==> src/sv/srr_pkg.sv <==
// Shared types and constants of the selective-repeat receiver.
package srr_pkg;

    // Width of the window length register and its value after reset.
    localparam int WIN_BITS = 3;
    localparam logic [WIN_BITS-1:0] WIN_RESET = 3'd4;

    // Longest in-order run one packet can release.
    localparam int MAX_DELIVER = 4;

    // Classification of one accepted packet, passed from the front to the back.
    typedef struct packed {
        logic store;    // payload goes into the buffer and gets marked
        logic deliver;  // packet sits at the window base, so a delivery run follows
    } t_cmd_flags;

    localparam int FLAG_BITS = $bits(t_cmd_flags);

endpackage

==> src/sv/srr_front.sv <==
// Front end: window register, packet acceptance and classification.
module srr_front #(
    parameter int SEQ_BITS = 3
) (
    input  logic                           i_clk,
    input  logic                           i_rst_n,
    input  logic                           i_cfg_we,
    input  logic [srr_pkg::WIN_BITS-1:0]   i_cfg_wdata,
    input  logic                           i_start,
    input  logic                           i_busy,
    input  logic [SEQ_BITS-1:0]            i_seq_num,
    input  logic                           i_checksum_ok,
    input  logic [SEQ_BITS-1:0]            i_base,
    input  logic [(1 << SEQ_BITS)-1:0]     i_marks,
    output logic                           o_push,
    output srr_pkg::t_cmd_flags            o_flags
);

    localparam int HALF = 1 << (SEQ_BITS - 1);
    localparam int CAP  = (HALF < srr_pkg::MAX_DELIVER) ? HALF : srr_pkg::MAX_DELIVER;
    localparam int CW   = (SEQ_BITS > srr_pkg::WIN_BITS) ? SEQ_BITS : srr_pkg::WIN_BITS;

    logic [srr_pkg::WIN_BITS-1:0] r_window;
    logic [srr_pkg::WIN_BITS-1:0] n_window;
    logic [SEQ_BITS-1:0]          offset;
    logic [CW-1:0]                win_ext;
    logic [CW-1:0]                eff_win;
    logic                         in_window;

    assign n_window = i_cfg_we ? i_cfg_wdata : r_window;

    always_ff @(posedge i_clk) begin
        if (!i_rst_n) begin
            r_window <= srr_pkg::WIN_RESET;
        end else begin
            r_window <= n_window;
        end
    end

    // The effective window saturates at the smaller of the run limit and half
    // the sequence space.
    always_comb begin
        win_ext   = CW'(r_window);
        eff_win   = (win_ext > CW'(CAP)) ? CW'(CAP) : win_ext;
        offset    = i_seq_num - i_base;
        in_window = CW'(offset) < eff_win;
    end

    always_comb begin
        o_push          = i_start && !i_busy && i_checksum_ok;
        o_flags.store   = in_window && !i_marks[i_seq_num];
        o_flags.deliver = o_flags.store && (offset == '0);
    end

endmodule

==> src/sv/srr_queue.sv <==
// Two-entry command queue between the front and the back.
module srr_queue #(
    parameter int WIDTH = 69
) (
    input  logic             i_clk,
    input  logic             i_rst_n,
    input  logic             i_push,
    input  logic [WIDTH-1:0] i_data,
    input  logic             i_pop,
    output logic [WIDTH-1:0] o_data,
    output logic             o_empty
);

    logic [WIDTH-1:0] r_slot [2];
    logic             r_wr_ptr;
    logic             n_wr_ptr;
    logic             r_rd_ptr;
    logic             n_rd_ptr;
    logic [1:0]       r_count;
    logic [1:0]       n_count;
    logic             do_push;
    logic             do_pop;

    always_comb begin
        do_push  = i_push && (r_count != 2'd2);
        do_pop   = i_pop && (r_count != 2'd0);
        n_wr_ptr = r_wr_ptr ^ do_push;
        n_rd_ptr = r_rd_ptr ^ do_pop;
        n_count  = r_count + 2'(do_push) - 2'(do_pop);
    end

    always_ff @(posedge i_clk) begin
        if (!i_rst_n) begin
            r_wr_ptr <= 1'b0;
            r_rd_ptr <= 1'b0;
            r_count  <= 2'd0;
        end else begin
            r_wr_ptr <= n_wr_ptr;
            r_rd_ptr <= n_rd_ptr;
            r_count  <= n_count;
        end
    end

    always_ff @(posedge i_clk) begin
        if (do_push) begin
            r_slot[r_wr_ptr] <= i_data;
        end
    end

    assign o_data  = r_slot[r_rd_ptr];
    assign o_empty = (r_count == 2'd0);

endmodule

==> src/sv/srr_back.sv <==
// Back end: acknowledgement, payload buffer, marks and in-order delivery.
module srr_back #(
    parameter int SEQ_BITS     = 3,
    parameter int PAYLOAD_BITS = 64
) (
    input  logic                        i_clk,
    input  logic                        i_rst_n,
    input  logic                        i_valid,
    input  logic [SEQ_BITS-1:0]         i_seq_num,
    input  logic [PAYLOAD_BITS-1:0]     i_data_word,
    input  srr_pkg::t_cmd_flags         i_flags,
    output logic                        o_pop,
    output logic                        o_busy,
    output logic [SEQ_BITS-1:0]         o_base,
    output logic [(1 << SEQ_BITS)-1:0]  o_marks,
    output logic                        o_result_valid,
    output logic                        o_kind,
    output logic [SEQ_BITS-1:0]         o_ack_num,
    output logic [PAYLOAD_BITS-1:0]     o_delivered_word,
    output logic                        o_last
);

    localparam int DEPTH = 1 << SEQ_BITS;

    typedef enum logic [2:0] {
        ST_IDLE = 3'b001,
        ST_READ = 3'b010,
        ST_SEND = 3'b100
    } t_back_state;

    t_back_state               r_state;
    t_back_state               n_state;
    logic [SEQ_BITS-1:0]       r_base;
    logic [SEQ_BITS-1:0]       n_base;
    logic [DEPTH-1:0]          r_marks;
    logic [DEPTH-1:0]          n_marks;
    logic                      r_more;
    logic                      n_more;
    logic                      r_out_valid;
    logic                      n_out_valid;
    logic                      r_out_kind;
    logic                      n_out_kind;
    logic [SEQ_BITS-1:0]       r_out_ack;
    logic [SEQ_BITS-1:0]       n_out_ack;
    logic [PAYLOAD_BITS-1:0]   r_out_word;
    logic [PAYLOAD_BITS-1:0]   n_out_word;
    logic                      r_out_last;
    logic                      n_out_last;
    logic [PAYLOAD_BITS-1:0]   r_rd_data;
    logic [PAYLOAD_BITS-1:0]   r_buf [DEPTH];
    logic                      buf_we;

    always_comb begin
        n_state     = r_state;
        n_base      = r_base;
        n_marks     = r_marks;
        n_more      = r_more;
        n_out_valid = 1'b0;
        n_out_kind  = r_out_kind;
        n_out_ack   = r_out_ack;
        n_out_word  = r_out_word;
        n_out_last  = r_out_last;
        o_pop       = 1'b0;
        buf_we      = 1'b0;
        unique case (r_state)
            ST_IDLE: begin
                if (i_valid) begin
                    o_pop       = 1'b1;
                    n_out_valid = 1'b1;
                    n_out_kind  = 1'b0;
                    n_out_ack   = i_seq_num;
                    n_out_word  = '0;
                    n_out_last  = !i_flags.deliver;
                    if (i_flags.store) begin
                        buf_we             = 1'b1;
                        n_marks[i_seq_num] = 1'b1;
                    end
                    if (i_flags.deliver) begin
                        n_state = ST_READ;
                    end
                end
            end
            ST_READ: begin
                // Release the entry at the base and look one ahead for the run.
                n_marks[r_base] = 1'b0;
                n_base          = r_base + SEQ_BITS'(1);
                n_more          = r_marks[n_base];
                n_state         = ST_SEND;
            end
            ST_SEND: begin
                n_out_valid = 1'b1;
                n_out_kind  = 1'b1;
                n_out_ack   = '0;
                n_out_word  = r_rd_data;
                n_out_last  = !r_more;
                n_state     = r_more ? ST_READ : ST_IDLE;
            end
            default: begin
                n_state = ST_IDLE;
            end
        endcase
    end

    always_ff @(posedge i_clk) begin
        if (!i_rst_n) begin
            r_state     <= ST_IDLE;
            r_base      <= '0;
            r_marks     <= '0;
            r_more      <= 1'b0;
            r_out_valid <= 1'b0;
        end else begin
            r_state     <= n_state;
            r_base      <= n_base;
            r_marks     <= n_marks;
            r_more      <= n_more;
            r_out_valid <= n_out_valid;
        end
    end

    always_ff @(posedge i_clk) begin
        r_out_kind <= n_out_kind;
        r_out_ack  <= n_out_ack;
        r_out_word <= n_out_word;
        r_out_last <= n_out_last;
    end

    // Payload buffer: one write port, one registered read port at the base.
    always_ff @(posedge i_clk) begin
        if (buf_we) begin
            r_buf[i_seq_num] <= i_data_word;
        end
        if (r_state == ST_READ) begin
            r_rd_data <= r_buf[r_base];
        end
    end

    assign o_busy           = (r_state != ST_IDLE);
    assign o_base           = r_base;
    assign o_marks          = r_marks;
    assign o_result_valid   = r_out_valid;
    assign o_kind           = r_out_kind;
    assign o_ack_num        = r_out_ack;
    assign o_delivered_word = r_out_word;
    assign o_last           = r_out_last;

endmodule

==> src/sv/selective_repeat_receiver.sv <==
// Top level of the selective-repeat ARQ receiver.
//
//   Port group      Direction  Handshake                 Contents
//   packet in       input      start high, busy low      i_seq_num, i_checksum_ok, i_data_word
//   result out      output     o_result_valid, 1 cycle   o_kind, o_ack_num, o_delivered_word,
//                                                        o_last
//   window length   input      i_cfg_we                  i_cfg_wdata
//
// A corrupt packet is dropped and busy stays low. A good packet keeps busy high
// while it waits in the queue; each in-order delivery it releases keeps busy
// high for one more buffer read and one more result. The delivery loop through
// the single read port of the payload buffer sets how soon the next packet can
// be accepted. Reset is synchronous and active low; it clears the window base,
// all marks and the queue, and sets the window length to four. The result
// side cannot stall: each result shows for exactly one cycle.
module selective_repeat_receiver #(
    parameter int SEQ_BITS     = 3,
    parameter int PAYLOAD_BITS = 64
) (
    input  logic                          i_clk,
    input  logic                          i_rst_n,
    // Window length register.
    input  logic                          i_cfg_we,
    input  logic [srr_pkg::WIN_BITS-1:0]  i_cfg_wdata,
    // Packet in.
    input  logic                          start,
    output logic                          busy,
    input  logic [SEQ_BITS-1:0]           i_seq_num,
    input  logic                          i_checksum_ok,
    input  logic [PAYLOAD_BITS-1:0]       i_data_word,
    // Results out.
    output logic                          o_result_valid,
    output logic                          o_kind,
    output logic [SEQ_BITS-1:0]           o_ack_num,
    output logic [PAYLOAD_BITS-1:0]       o_delivered_word,
    output logic                          o_last
);

    localparam int DEPTH   = 1 << SEQ_BITS;
    localparam int Q_WIDTH = srr_pkg::FLAG_BITS + SEQ_BITS + PAYLOAD_BITS;

    logic                    push;
    srr_pkg::t_cmd_flags     push_flags;
    logic [Q_WIDTH-1:0]      q_in;
    logic [Q_WIDTH-1:0]      q_out;
    logic                    q_empty;
    logic                    pop;
    logic                    back_busy;
    logic [SEQ_BITS-1:0]     base;
    logic [DEPTH-1:0]        marks;
    srr_pkg::t_cmd_flags     cmd_flags;
    logic [SEQ_BITS-1:0]     cmd_seq;
    logic [PAYLOAD_BITS-1:0] cmd_data;

    // The front only classifies a packet while nothing is queued and the back
    // is idle, so the base and marks it looks at are final for that packet.
    assign busy = !q_empty || back_busy;

    srr_front #(
        .SEQ_BITS (SEQ_BITS)
    ) u_front (
        .i_clk         (i_clk),
        .i_rst_n       (i_rst_n),
        .i_cfg_we      (i_cfg_we),
        .i_cfg_wdata   (i_cfg_wdata),
        .i_start       (start),
        .i_busy        (busy),
        .i_seq_num     (i_seq_num),
        .i_checksum_ok (i_checksum_ok),
        .i_base        (base),
        .i_marks       (marks),
        .o_push        (push),
        .o_flags       (push_flags)
    );

    assign q_in = {push_flags, i_seq_num, i_data_word};

    srr_queue #(
        .WIDTH (Q_WIDTH)
    ) u_queue (
        .i_clk   (i_clk),
        .i_rst_n (i_rst_n),
        .i_push  (push),
        .i_data  (q_in),
        .i_pop   (pop),
        .o_data  (q_out),
        .o_empty (q_empty)
    );

    assign {cmd_flags, cmd_seq, cmd_data} = q_out;

    srr_back #(
        .SEQ_BITS     (SEQ_BITS),
        .PAYLOAD_BITS (PAYLOAD_BITS)
    ) u_back (
        .i_clk            (i_clk),
        .i_rst_n          (i_rst_n),
        .i_valid          (!q_empty),
        .i_seq_num        (cmd_seq),
        .i_data_word      (cmd_data),
        .i_flags          (cmd_flags),
        .o_pop            (pop),
        .o_busy           (back_busy),
        .o_base           (base),
        .o_marks          (marks),
        .o_result_valid   (o_result_valid),
        .o_kind           (o_kind),
        .o_ack_num        (o_ack_num),
        .o_delivered_word (o_delivered_word),
        .o_last           (o_last)
    );

endmodule

==> config.mk <==
export PLATFORM = sky130hd
export DESIGN_NAME = selective_repeat_receiver
export DESIGN_NICKNAME = d
export VERILOG_FILES = /design/src/sv/srr_pkg.sv /design/src/sv/srr_front.sv /design/src/sv/srr_queue.sv /design/src/sv/srr_back.sv /design/src/sv/selective_repeat_receiver.sv
export SDC_FILE = /design/constraint.sdc
export NUM_CORES = 1
export LEC_CHECK = 0
export ABC_CLOCK_PERIOD_IN_PS = 4030
export BUFFER_PORTS_ARGS = -buffer_cell sky130_fd_sc_hd__clkbuf_2
export CORE_MARGIN = 1.5
export CORE_UTILIZATION = 55
export CTS_BUF_LIST = sky130_fd_sc_hd__clkbuf_4 sky130_fd_sc_hd__clkbuf_8 sky130_fd_sc_hd__clkbuf_16
export CTS_CLUSTER_DIAMETER = 60
export DETAILED_ROUTE_END_ITERATION = 8
export PLACE_DENSITY = 0.76
export SYNTH_ARGS = -nofsm -noshare
export SYNTH_HDL_FRONTEND = slang
export SYNTH_SLANG_ARGS = --single-unit
==> constraint.sdc <==
create_clock -name i_clk -period 4.03 [get_ports i_clk]
set_clock_uncertainty 0.05 [all_clocks]
set_input_delay 1.0075 -clock i_clk [delete_from_list [all_inputs] [get_ports i_clk]]
set_output_delay 1.0075 -clock i_clk [all_outputs]
set_load 0.05 [all_outputs]
==> results.json <==
{
  "worstPathArrival_ns": 3.46,
  "vias_per_cell": 6.04,
  "syn-num-nets": 1606,
  "cts_made_buffers": 79,
  "p_sw_mw": 5.30,
  "fin_nets": 1791,
  "clock_sinks": 807,
  "p_leak_nw": 11.3,
  "yosysMostFrequentCell": "edfxtp_1",
  "dp_cells": 2322,
  "ys_top_cells_by_count": "edfxtp_1 (783), nand2_1 (117), and2_1 (76)",
  "postPlaceCellArea_mm2": 0.0318,
  "synth_area_leader_cell": "edfxtp_1",
  "wire_per_inst_um": 24.9,
  "critPathRequiredTime_ns": 4.25,
  "clock-root-buffer": "clkbuf_16",
  "dr.pass1.iters": 5,
  "powerDensity_mw_per_mm2": 600,
  "synthTopCellsByArea": "edfxtp_1 (78%), mux4_2 (5.1%), mux2_1 (2.2%)",
  "hold_class": "reg2reg",
  "grt_max_degree": 80,
  "holdBufCountCts": 0,
  "period_share": 0.803,
  "cts-resized-gates": 0,
  "grt_pass1_vias": 15300,
  "port_buffers": 145,
  "die_y_um": 237,
  "seqPwrFrac": 0.514,
  "fin_area_mm2": 0.0344,
  "grt_pass1_wl_um": 93200,
  "layout-drive-gt1-share": 0.251,
  "rows": 85,
  "clk_path_buf_depth": 3,
  "final_antenna_net_count": 0,
  "yosys.area.top_type_share": 0.782,
  "status": "finished, final reports clean",
  "relSlewSlack": 0.229,
  "ios": 146,
  "crit_path_end_kind": "flop",
  "startpoint_type": "flop",
  "dieArea_mm2": 0.0561,
  "htree_num_levels": 3,
  "vias": 14900,
  "place_congestion": 0.795,
  "yosysSeqAreaShare": 0.798,
  "final-hold-violation-count": 0,
  "drc": 0,
  "crit_fanout": 30,
  "combPwrFrac": 0.131,
  "synth_area_mm2": 0.0301,
  "ys_warn_count": 0,
  "area_growth_pct": 14.3,
  "total_power_mw": 20.6,
  "wirelength_um": 61400,
  "first_iter_violations": 1331,
  "setup_viol": 0,
  "core_area_mm2": 0.0539,
  "peakVddDrop_mv": 0.295,
  "crit_chain": "nor3b_2 > o211ai_1 > nor2_4 > buf_4",
  "synth_cell_types": 51,
  "cap_viol_max_count": 0,
  "die_x_um": 237,
  "p_int_mw": 15.3,
  "max_freq_mhz": 309,
  "finalCriticalPeriod_ns": 3.24,
  "start_util": 0.557,
  "rsz0062_at_grt": "no",
  "antenna_cells": 0,
  "clk_latency_ns": 0.61,
  "cpPeakStageDelay_ns": 1.00,
  "syn_inst": 1522,
  "antenna_found_initial": 2,
  "synthFlopType": "edfxtp_1",
  "post_cts_buffers": 0,
  "worst-setup-path-type": "reg2reg",
  "tritoncts": "yes",
  "synthArstFlopShare": 0,
  "synth_edf_count": 783,
  "finalMaxSlewViolations": 0,
  "syn_avg_cell_area_um2": 19.7,
  "dpl.hpwl_um": 33400,
  "grt_use_total": 0.223,
  "p_clk_frac": 0.355,
  "path_clk_slew_ns": 0.06,
  "whs_ns": 0.469,
  "yosys_register_bits": 807,
  "worst_pin_slew_ns": 1.16,
  "stdcell_count": 2463,
  "cpMaxStageDelayCell": "nor2_4",
  "swShare": 0.257,
  "grt-ovfl-total": 0
}
[through the flow]
stage	utilization	TNS (ns)	worst slack, ns
after floorplan	-	-64.04	-0.189
after global placement	0.589	0	0.838
after detailed placement	0.589	0	0.781
after CTS	0.637	0	0.757
after global routing	0.637	0	0.593
final	0.637	0	0.793
[sequential cells by signal, summed over array words and instances (netlist names), named ones only]
| signal | flops |
|---|---|
| u_back.r_rd_data | 64 |
| u_back.o_kind | 1 |
| u_back.o_base | 3 |
| u_front.r_window | 3 |
| u_queue.r_rd_ptr | 1 |
| u_back.o_delivered_word | 64 |
| u_queue.r_count | 2 |
| u_queue.r_slot | 138 |
| u_back.r_state | 3 |
| u_back.r_buf | 512 |
| u_back.o_result_valid | 1 |
| u_queue.r_wr_ptr | 1 |
| u_back.o_last | 1 |
| u_back.o_marks | 8 |
| u_back.r_more | 1 |
| u_back.o_ack_num | 3 |
[per-layer routing]
metal | up-vias | GRT usage | part of all wire
li1 | 6467 | - | -
met1 | 7620 | 0.311 | 0.42
met2 | 698 | 0.365 | 0.49
met3 | 84 | 0.0350 | 0.071
met4 | 0 | 0.0715 | 0.019
met5 | - | 0 | 0
[critical path, delay by kind of cell, from the launching register on]
family,cells,cell delay (ns)
DFF,1,0.55
and+or+nand+nor,2,1.38
AOI/OAI and AO/OA,1,0.44
buffers and inverters,1,0.46
[area by class of cell]
type | count | area (um2)
clock buffers | 96 | 2160
repair buffers | 178 | 1090
fillers | 3457 | 19600
well taps | 696 | 871
clock inverters | 45 | 444
flip-flops and latches | 807 | 24000
inverters | 12 | 45.0
multi-input cells | 629 | 5750
[power by group through the flow]
stage	Combinational, mW	Clock [mW]	Sequential [mW]
global placement	2.63	0	10.7
floorplan	0.995	0	11.6
detailed placement	2.69	0	10.8
CTS	2.71	7.42	10.6
global route	2.85	7.77	10.6
finish	2.69	7.33	10.6
[logic make-up after synthesis]
family                   Yosys count  share of synthesized area
flip-flops                       807                      0.798
AND/OR/NAND/NOR                  258                     0.0427
multiplexers                     202                     0.0999
AO/OA/AOI/OAI                    152                     0.0389
buffers and inverters             86                     0.0140
adder cells (fa/ha/maj)            9                    0.00400
XOR/XNOR                           8                    0.00233
[final timing paths]
| kind | end | slack (ns) | startpoint | cells after the start |
|---|---|---|---|---|
| hold / removal | u_back.o_delivered_word[36] | 0.47 | u_back.r_rd_data[36] | 1 |
| hold reg to reg | u_back.o_delivered_word[36] | 0.47 | u_back.r_rd_data[36] | 1 |
| setup reg to reg | u_back.r_buf[7][58] | 0.79 | u_back.r_state[0] | 4 |
| setup / recovery | u_back.r_buf[7][58] | 0.79 | u_back.r_state[0] | 4 |
[cells in the final DEF, fill, tap and decap left out, types with 24 or more instances in the layout]
| cell | n |
|---|---|
| edfxtp_1 | 783 |
| clkbuf_2 | 145 |
| nand2_1 | 117 |
| clkbuf_16 | 81 |
| and2_1 | 76 |
| mux4_2 | 68 |
| mux2_1 | 58 |
| a221oi_1 | 52 |
| mux2_2 | 46 |
| mux2i_1 | 30 |
| buf_4 | 24 |
(Power assumes the default switching activity.)
